===== src/hdl/idsp_pkg.sv =====
// idsp_pkg: widths, event and action codes and register indexes of the
// idle disconnect suppression policy unit
// depends on nothing; used by the channel interfaces and the top level
package idsp_pkg;

   localparam int KIND_W = 3;
   localparam int TIME_W = 32;
   localparam int CFG_W = 31;
   localparam int ACTION_W = 2;
   localparam int COUNT_W = 32;
   localparam int CSR_INDEX_W = 2;
   localparam int CSR_DATA_W = 32;

   typedef logic [KIND_W-1:0] kind_type;
   typedef logic [TIME_W-1:0] time_type;
   typedef logic [CFG_W-1:0] cfg_type;
   typedef logic [ACTION_W-1:0] action_type;
   typedef logic [COUNT_W-1:0] count_type;
   typedef logic [CSR_INDEX_W-1:0] csr_index_type;
   typedef logic [CSR_DATA_W-1:0] csr_data_type;

   // event codes
   localparam kind_type KIND_READY = 3'd0;
   localparam kind_type KIND_ACTIVITY = 3'd1;
   localparam kind_type KIND_ADVERT = 3'd2;
   localparam kind_type KIND_RECONNECT = 3'd3;
   localparam kind_type KIND_POLL = 3'd4;

   // poll decisions
   localparam action_type ACT_NONE = 2'd0;
   localparam action_type ACT_DISCONNECT = 2'd1;
   localparam action_type ACT_REARM = 2'd2;

   // register indexes
   localparam csr_index_type CSR_IDLE_TIMEOUT = 2'd0;
   localparam csr_index_type CSR_MAX_SUPPRESSION = 2'd1;
   localparam csr_index_type CSR_SLEEP_CONFIRM = 2'd2;

   // wrapping elapsed test: (now - since) mod 2^32 >= len
   function automatic logic elapsed(time_type now_t, time_type since, cfg_type len);
      time_type diff;
      diff = now_t - since;
      return diff >= {1'b0, len};
   endfunction

endpackage


===== src/hdl/idsp_if.sv =====
// idsp channel interfaces: event request, result and register write channels
// depends on idsp_pkg
interface idsp_req_if;
   import idsp_pkg::*;
   logic valid;
   logic ready;
   kind_type kind;
   time_type now;
   logic session_up;
   modport source (output valid, output kind, output now, output session_up, input ready);
   modport sink (input valid, input kind, input now, input session_up, output ready);
endinterface

interface idsp_rsp_if;
   import idsp_pkg::*;
   logic valid;
   logic ready;
   action_type action;
   logic wake;
   logic peer_advertising;
   logic is_suppressed;
   logic asleep_confirmed;
   count_type disconnects;
   modport source (output valid, output action, output wake, output peer_advertising,
                   output is_suppressed, output asleep_confirmed, output disconnects,
                   input ready);
   modport sink (input valid, input action, input wake, input peer_advertising,
                 input is_suppressed, input asleep_confirmed, input disconnects,
                 output ready);
endinterface

interface idsp_csr_if;
   import idsp_pkg::*;
   logic valid;
   logic ready;
   csr_index_type index;
   csr_data_type data;
   modport source (output valid, output index, output data, input ready);
   modport sink (input valid, input index, input data, output ready);
endinterface


===== src/hdl/idle_disconnect_suppression_policy_unit.sv =====
// idle_disconnect_suppression_policy_unit: link idle policy, one event in, one result out
// depends on idsp_pkg and the channel interfaces in idsp_if.sv
// a request passes the input register, then the result register, before its result is valid
// throughput: one event per cycle while results are taken; the policy state is updated as an event leaves
//   the input register, so the next event sees it without a bubble
// reset: synchronous, clears registers, timestamps, flags and the disconnect count
module idle_disconnect_suppression_policy_unit (
   input logic clock,
   input logic reset,
   idsp_req_if.sink req_if,
   idsp_rsp_if.source rsp_if,
   idsp_csr_if.sink csr_if
);
   import idsp_pkg::*;

   // configuration registers
   cfg_type idle_timeout_ff, max_suppression_ff, sleep_confirm_ff;

   // policy state
   time_type last_activity_ff, last_sighting_ff, suppress_start_ff;
   logic suppressed_ff, slept_ff, sighted_ff;
   count_type disconnect_count_ff;
   time_type last_activity_in, last_sighting_in, suppress_start_in;
   logic suppressed_in, slept_in, sighted_in;
   count_type disconnect_count_in;

   // input register
   logic s1_valid_ff;
   kind_type s1_kind_ff;
   time_type s1_now_ff;
   logic s1_up_ff;

   // result register
   logic rsp_valid_ff;
   action_type action_ff, action_in;
   logic wake_ff, wake_in;
   logic adv_ff, adv_in;
   logic suppressed_out_ff, slept_out_ff;
   count_type disconnects_ff;

   logic s1_advance;
   logic req_transfer;

   assign s1_advance = s1_valid_ff && (!rsp_valid_ff || rsp_if.ready);
   assign req_if.ready = !s1_valid_ff || s1_advance;
   assign req_transfer = req_if.valid && req_if.ready;
   assign csr_if.ready = 1'b1;

   // event decision and next policy state
   always_comb begin
      last_activity_in = last_activity_ff;
      last_sighting_in = last_sighting_ff;
      suppress_start_in = suppress_start_ff;
      suppressed_in = suppressed_ff;
      slept_in = slept_ff;
      sighted_in = sighted_ff;
      disconnect_count_in = disconnect_count_ff;
      action_in = ACT_NONE;
      wake_in = 1'b0;
      unique case (s1_kind_ff)
         KIND_READY, KIND_RECONNECT: begin
            last_activity_in = s1_now_ff;
            suppressed_in = 1'b0;
            slept_in = 1'b0;
         end
         KIND_ACTIVITY: begin
            last_activity_in = s1_now_ff;
         end
         KIND_ADVERT: begin
            wake_in = suppressed_ff && slept_ff;
            last_sighting_in = s1_now_ff;
            sighted_in = 1'b1;
            if (suppressed_ff && slept_ff) begin
               suppressed_in = 1'b0;
               slept_in = 1'b0;
            end
         end
         KIND_POLL: begin
            if (s1_up_ff) begin
               if (suppressed_ff) begin
                  suppressed_in = 1'b0;
                  slept_in = 1'b0;
                  last_activity_in = s1_now_ff;
               end else if (idle_timeout_ff != '0
                            && elapsed(s1_now_ff, last_activity_ff, idle_timeout_ff)) begin
                  suppressed_in = 1'b1;
                  slept_in = 1'b0;
                  suppress_start_in = s1_now_ff;
                  last_sighting_in = s1_now_ff;
                  sighted_in = 1'b1;
                  disconnect_count_in = disconnect_count_ff + count_type'(1);
                  action_in = ACT_DISCONNECT;
               end
            end else if (suppressed_ff) begin
               if (max_suppression_ff != '0
                   && elapsed(s1_now_ff, suppress_start_ff, max_suppression_ff)) begin
                  suppressed_in = 1'b0;
                  slept_in = 1'b0;
                  action_in = ACT_REARM;
               end else if (!slept_ff
                            && elapsed(s1_now_ff, last_sighting_ff, sleep_confirm_ff)) begin
                  slept_in = 1'b1;
               end
            end
         end
         default: begin
         end
      endcase
      // advertising status after the event
      adv_in = sighted_in && !elapsed(s1_now_ff, last_sighting_in, sleep_confirm_ff);
   end

   // configuration writes
   always_ff @(posedge clock) begin
      if (reset) begin
         idle_timeout_ff <= '0;
         max_suppression_ff <= '0;
         sleep_confirm_ff <= '0;
      end else if (csr_if.valid) begin
         unique case (csr_if.index)
            CSR_IDLE_TIMEOUT: idle_timeout_ff <= csr_if.data[CFG_W-1:0];
            CSR_MAX_SUPPRESSION: max_suppression_ff <= csr_if.data[CFG_W-1:0];
            CSR_SLEEP_CONFIRM: sleep_confirm_ff <= csr_if.data[CFG_W-1:0];
            default: begin
            end
         endcase
      end
   end

   // input register
   always_ff @(posedge clock) begin
      if (reset) begin
         s1_valid_ff <= 1'b0;
      end else if (req_if.ready) begin
         s1_valid_ff <= req_if.valid;
      end
      if (req_transfer) begin
         s1_kind_ff <= req_if.kind;
         s1_now_ff <= req_if.now;
         s1_up_ff <= req_if.session_up;
      end
   end

   // policy state update as an event moves to the result register
   always_ff @(posedge clock) begin
      if (reset) begin
         last_activity_ff <= '0;
         last_sighting_ff <= '0;
         suppress_start_ff <= '0;
         suppressed_ff <= 1'b0;
         slept_ff <= 1'b0;
         sighted_ff <= 1'b0;
         disconnect_count_ff <= '0;
      end else if (s1_advance) begin
         last_activity_ff <= last_activity_in;
         last_sighting_ff <= last_sighting_in;
         suppress_start_ff <= suppress_start_in;
         suppressed_ff <= suppressed_in;
         slept_ff <= slept_in;
         sighted_ff <= sighted_in;
         disconnect_count_ff <= disconnect_count_in;
      end
   end

   // result register
   always_ff @(posedge clock) begin
      if (reset) begin
         rsp_valid_ff <= 1'b0;
      end else if (s1_advance) begin
         rsp_valid_ff <= 1'b1;
      end else if (rsp_if.ready) begin
         rsp_valid_ff <= 1'b0;
      end
      if (s1_advance) begin
         action_ff <= action_in;
         wake_ff <= wake_in;
         adv_ff <= adv_in;
         suppressed_out_ff <= suppressed_in;
         slept_out_ff <= slept_in;
         disconnects_ff <= disconnect_count_in;
      end
   end

   assign rsp_if.valid = rsp_valid_ff;
   assign rsp_if.action = action_ff;
   assign rsp_if.wake = wake_ff;
   assign rsp_if.peer_advertising = adv_ff;
   assign rsp_if.is_suppressed = suppressed_out_ff;
   assign rsp_if.asleep_confirmed = slept_out_ff;
   assign rsp_if.disconnects = disconnects_ff;

endmodule


===== src/flat_wrapper.sv =====
// flat-port wrapper written by rule: the top's interface ports become plain ports
module idle_disconnect_suppression_policy_unit_flat import idsp_pkg::*;
  (clock, reset, req_if_valid, req_if_kind, req_if_now, req_if_session_up, req_if_ready, rsp_if_valid, rsp_if_action, rsp_if_wake, rsp_if_peer_advertising, rsp_if_is_suppressed, rsp_if_asleep_confirmed, rsp_if_disconnects, rsp_if_ready, csr_if_valid, csr_if_index, csr_if_data, csr_if_ready);
  idsp_req_if req_if_i ();
  idsp_rsp_if rsp_if_i ();
  idsp_csr_if csr_if_i ();
  input logic clock;
  input logic reset;
  input wire logic [$bits(req_if_i.valid)-1:0] req_if_valid;
  input wire logic [$bits(req_if_i.kind)-1:0] req_if_kind;
  input wire logic [$bits(req_if_i.now)-1:0] req_if_now;
  input wire logic [$bits(req_if_i.session_up)-1:0] req_if_session_up;
  output wire logic [$bits(req_if_i.ready)-1:0] req_if_ready;
  output wire logic [$bits(rsp_if_i.valid)-1:0] rsp_if_valid;
  output wire logic [$bits(rsp_if_i.action)-1:0] rsp_if_action;
  output wire logic [$bits(rsp_if_i.wake)-1:0] rsp_if_wake;
  output wire logic [$bits(rsp_if_i.peer_advertising)-1:0] rsp_if_peer_advertising;
  output wire logic [$bits(rsp_if_i.is_suppressed)-1:0] rsp_if_is_suppressed;
  output wire logic [$bits(rsp_if_i.asleep_confirmed)-1:0] rsp_if_asleep_confirmed;
  output wire logic [$bits(rsp_if_i.disconnects)-1:0] rsp_if_disconnects;
  input wire logic [$bits(rsp_if_i.ready)-1:0] rsp_if_ready;
  input wire logic [$bits(csr_if_i.valid)-1:0] csr_if_valid;
  input wire logic [$bits(csr_if_i.index)-1:0] csr_if_index;
  input wire logic [$bits(csr_if_i.data)-1:0] csr_if_data;
  output wire logic [$bits(csr_if_i.ready)-1:0] csr_if_ready;
  assign req_if_i.valid = req_if_valid;
  assign req_if_i.kind = req_if_kind;
  assign req_if_i.now = req_if_now;
  assign req_if_i.session_up = req_if_session_up;
  assign req_if_ready = req_if_i.ready;
  assign rsp_if_valid = rsp_if_i.valid;
  assign rsp_if_action = rsp_if_i.action;
  assign rsp_if_wake = rsp_if_i.wake;
  assign rsp_if_peer_advertising = rsp_if_i.peer_advertising;
  assign rsp_if_is_suppressed = rsp_if_i.is_suppressed;
  assign rsp_if_asleep_confirmed = rsp_if_i.asleep_confirmed;
  assign rsp_if_disconnects = rsp_if_i.disconnects;
  assign rsp_if_i.ready = rsp_if_ready;
  assign csr_if_i.valid = csr_if_valid;
  assign csr_if_i.index = csr_if_index;
  assign csr_if_i.data = csr_if_data;
  assign csr_if_ready = csr_if_i.ready;
  idle_disconnect_suppression_policy_unit u_core (.clock(clock), .reset(reset), .req_if(req_if_i), .rsp_if(rsp_if_i), .csr_if(csr_if_i));
endmodule

===== config.mk =====
export PLATFORM = sky130hd
export DESIGN_NAME = idle_disconnect_suppression_policy_unit_flat
export DESIGN_NICKNAME = d
export VERILOG_FILES = /design/src/hdl/idsp_pkg.sv /design/src/hdl/idsp_if.sv /design/src/hdl/idle_disconnect_suppression_policy_unit.sv /design/src/flat_wrapper.sv
export SDC_FILE = /design/constraint.sdc
export NUM_CORES = 1
export LEC_CHECK = 0
export BUFFER_PORTS_ARGS = -buffer_cell sky130_fd_sc_hd__buf_2
export CELL_PAD_IN_SITES_DETAIL_PLACEMENT = 1
export CELL_PAD_IN_SITES_GLOBAL_PLACEMENT = 1
export CORE_ASPECT_RATIO = 0.8
export CORE_UTILIZATION = 47
export CTS_BUF_LIST = sky130_fd_sc_hd__clkbuf_16
export DETAILED_ROUTE_END_ITERATION = 6
export PLACE_DENSITY = 0.82
export SYNTH_ARGS = -nofsm -noshare
export SYNTH_HDL_FRONTEND = slang
export SYNTH_SLANG_ARGS = --single-unit

===== constraint.sdc =====
create_clock -name clock -period 10.12 [get_ports clock]
set_clock_uncertainty 0.15 [all_clocks]
set_input_delay 0.506 -clock clock [delete_from_list [all_inputs] [get_ports clock]]
set_output_delay 0.506 -clock clock [all_outputs]
set_load 0.02 [all_outputs]

==> flow_metrics.tcl <==
set metrics [dict create \
    netlist-cell-type-count 79 \
    synth_ff_type "dfxtp_1" \
    switching_share 0.330 \
    power.internal_uw 2370 \
    portBuffers 113 \
    reg2reg_slack_ns 0.53 \
    p_seq_frac 0.370 \
    dp_slack_ns -0.333 \
    hold_path.class "in2reg" \
    synth_top_area_cell "dfxtp_1" \
    status "finished clean" \
    synth_most_common_cell "nand2_1" \
    critPathKind "reg2reg" \
    grt_util_met1 0.384 \
    die_area_sq_um 44500 \
    final_nets 3030 \
    slowest_stage "edfxtp_1" \
    synth_cells 2552 \
    synthMuxAreaShare 0.00250 \
    power_uw 3540 \
    yosysSeqAreaShare 0.329 \
    htree_levels 2 \
    max_slew.worst_pin.slew_ns 1.26 \
    slew_violations 0 \
    synth_top_family_by_area "compound AO/OA/AOI/OAI gates" \
    grt_max_degree 144 \
    r2r-end "u_core.rsp_if.peer_advertising" \
    row_count 68 \
    grt_use_total 0.295 \
    fmaxAchievable_mhz 104 \
    fp.dieW_um 236 \
    netlist_area_sq_um 20500 \
    hold_violations 0 \
    vias_per_cell 5.73 \
    start_util 0.476 \
    path_common_cell "a21oi_2" \
    ys_ff_latch 300 \
    setup_slack_ns 0.535 \
    antenna_found_initial 0 \
    synth_compound_area_frac 0.195 \
    startpoint "u_core.s1_now_ff[0]" \
    ir_drop_mv 0.137 \
    grt_first_pass_wirelength_mm 104 \
    drt-wirelength-per-cell_um 20.3 \
    synthTopCellsByArea "dfxtp_1 (22%), ha_1 (15%), edfxtp_1 (11%), a21oi_1 (8.1%), nand2_1 (7.5%)" \
    dieHeight_um 189 \
    crit_fanout 9 \
    fin_crit_sh 0.947 \
    r2r_cells 54 \
    detailed_place_hpwl_mm 49.9 \
    cts.sinks 300 \
    syn_area_per_cell_sq_um 8.04 \
    synth_fa_ha_area_frac 0.156 \
    slew_headroom 0.152 \
    synthArstFlopShare 0 \
    required_ns 10.35 \
    crit_path_end_kind "register" \
    worst_path_largest_cell_delay_ns 0.40 \
    cts_tree "built" \
    core-area_sq_um 43100 \
    io_pins 116 \
    numCtsBuffers 35 \
    final_cells 3287 \
    grt_use_met2 0.512 \
    setup_violations 0 \
    crit_end "u_core.rsp_if.peer_advertising" \
    synthSimpleGateAreaFrac 0.184 \
    cts_max_path_buffers 3 \
    drt_first_pass_iters 5 \
    grt_pass1_vias 19247 \
    start_kind "register" \
    yosys-top-cells-count "nand2_1 (410), a21oi_1 (331), ha_1 (249)" \
    drv_cap 0 \
    period_needed_ns 9.59 \
    r2r_start "u_core.s1_now_ff[0]" \
    vias 18829 \
    clock-root-buffer "clkbuf_16" \
    combPwrFrac 0.287 \
    power.density_nw_per_um2 151 \
    power_leakage_uw 0.00901 \
    overflow 0 \
    gp_congestion 0.919 \
    synth_edf_count 74 \
    route.detailed.drc 0 \
    grt_util_met3 0.0334 \
    antenna_cells 0 \
    switchingPower_uw 1170 \
    synthXorXnorAreaFrac 0.0738 \
    synth_nets 2880 \
    p_clk_frac 0.343 \
    dp_cells 3185 \
    synth_top_cell_area_share 0.221 \
    path_clk_slew_ns 0.06 \
    crit_arrival_ns 9.82 \
    totalWireLength_mm 66.6 \
    drive_gt1_frac 0.103 \
    initialDrtViolationCount 1057 \
    gr-max-usage-layer "met2" \
    areaGrowthSynthToFinish_pct 14.2 \
    ant_nets 0 \
    clk-insertion-delay-late_ns 0.55 \
    yosys_warnings 0 \
]
[worst min-delay path by stage]
stage | start | end | slack, ns | cells after the start
6_report | req_if_session_up | u_core.s1_up_ff | 0.02 | 1
5_1_grt | req_if_session_up | u_core.s1_up_ff | 0.009 | 1
4_1_cts | req_if_session_up | u_core.s1_up_ff | 0.005 | 1
3_5_place_dp | u_core.last_activity_ff[14] | u_core.last_activity_ff[14] | 0.30 | 2
3_3_place_gp | u_core.suppress_start_ff[3] | u_core.suppress_start_ff[3] | 0.29 | 2
2_1_floorplan | u_core.last_activity_ff[10] | u_core.last_activity_ff[10] | 0.29 | 2
[per-layer routing]
metal / routed length, um / vias to the layer above
li1: - / 9127
met1: 30400 / 9256
met2: 31800 / 341
met3: 2620 / 105
met4: 1880 / 0
met5: 0 / -
[per-stage QoR]
stage	utilization	area [sq um]	setup TNS (ns)	hold WS, ns
6_report	0.544	23400	0	0.0161
5_1_grt	0.544	23400	-0.0429	0.00885
4_1_cts	0.540	23300	0	0.00462
3_5_place_dp	0.507	21800	-0.333	0.300
3_3_place_gp	0.507	21800	0	0.293
2_1_floorplan	-	20500	0	0.286
[worst max-delay path, delay by kind of cell, from the launching register on]
family | cells | cell delay (ns)
compound gates | 31 | 5.15
simple gates | 11 | 1.21
xor+xnor | 2 | 0.30
fa+ha+maj | 5 | 1.58
flops | 1 | 0.40
buf+inv | 5 | 0.64
[registers in the layout (all words and copies together) (netlist names), 2 cells and up]
name and count:
u_core.s1_now_ff 32, u_core.s1_kind_ff 3, u_core.disconnect_count_ff 32, u_core.max_suppression_ff 31, u_core.idle_timeout_ff 31, u_core.rsp_if.disconnects 32
u_core.rsp_if.action 2, u_core.last_activity_ff 32, u_core.sleep_confirm_ff 31, u_core.suppress_start_ff 32, u_core.last_sighting_ff 32
[cells in the final DEF, fill, tap and decap left out, drive strengths merged, types with 74 or more instances in the layout]
cell / n
nor2: 181
inv: 243
a21oi: 332
edfxtp: 74
ha: 249
xnor2: 105
buf: 172
nand2: 410
o21ai: 89
dfxtp: 226
[power by group through the flow]
stage | clock, uW | combinational [uW] | sequential, uW
final | 1210 | 1020 | 1310
after global routing | 1280 | 1120 | 1310
after CTS | 1230 | 984 | 1310
after detailed placement | 0 | 956 | 1340
after global placement | 0 | 907 | 1330
after floorplan | 0 | 661 | 1330
[repair_timing]
action	in CTS	in global routing
pin swaps	3	22
hold endpoints to repair	31	0
setup buffers	3	6
gates resized for setup	7	35
hold buffers	31	0
setup endpoints to repair	1	1
[kinds of logic (layout without fill, tap and decap cells)]
family,Yosys count,count (layout)
simple gates,840,840
mux,5,5
flops,300,300
compound gates,659,659
buf+inv,322,497
fa+ha+maj,253,253
other cells,1,1
xor+xnor,172,172
[cell type report]
class                           instances  area (sq um)
Clock buffer                           37           926
Clock inverter                         25           130
Fill cell                            5268         19600
Inverter                              232           873
Multi-Input combinational cell       1930         12700
Sequential cell                       300          6750
Tap cell                              560           701
Timing Repair Buffer                  203          1330
(Power assumes the default switching activity.)
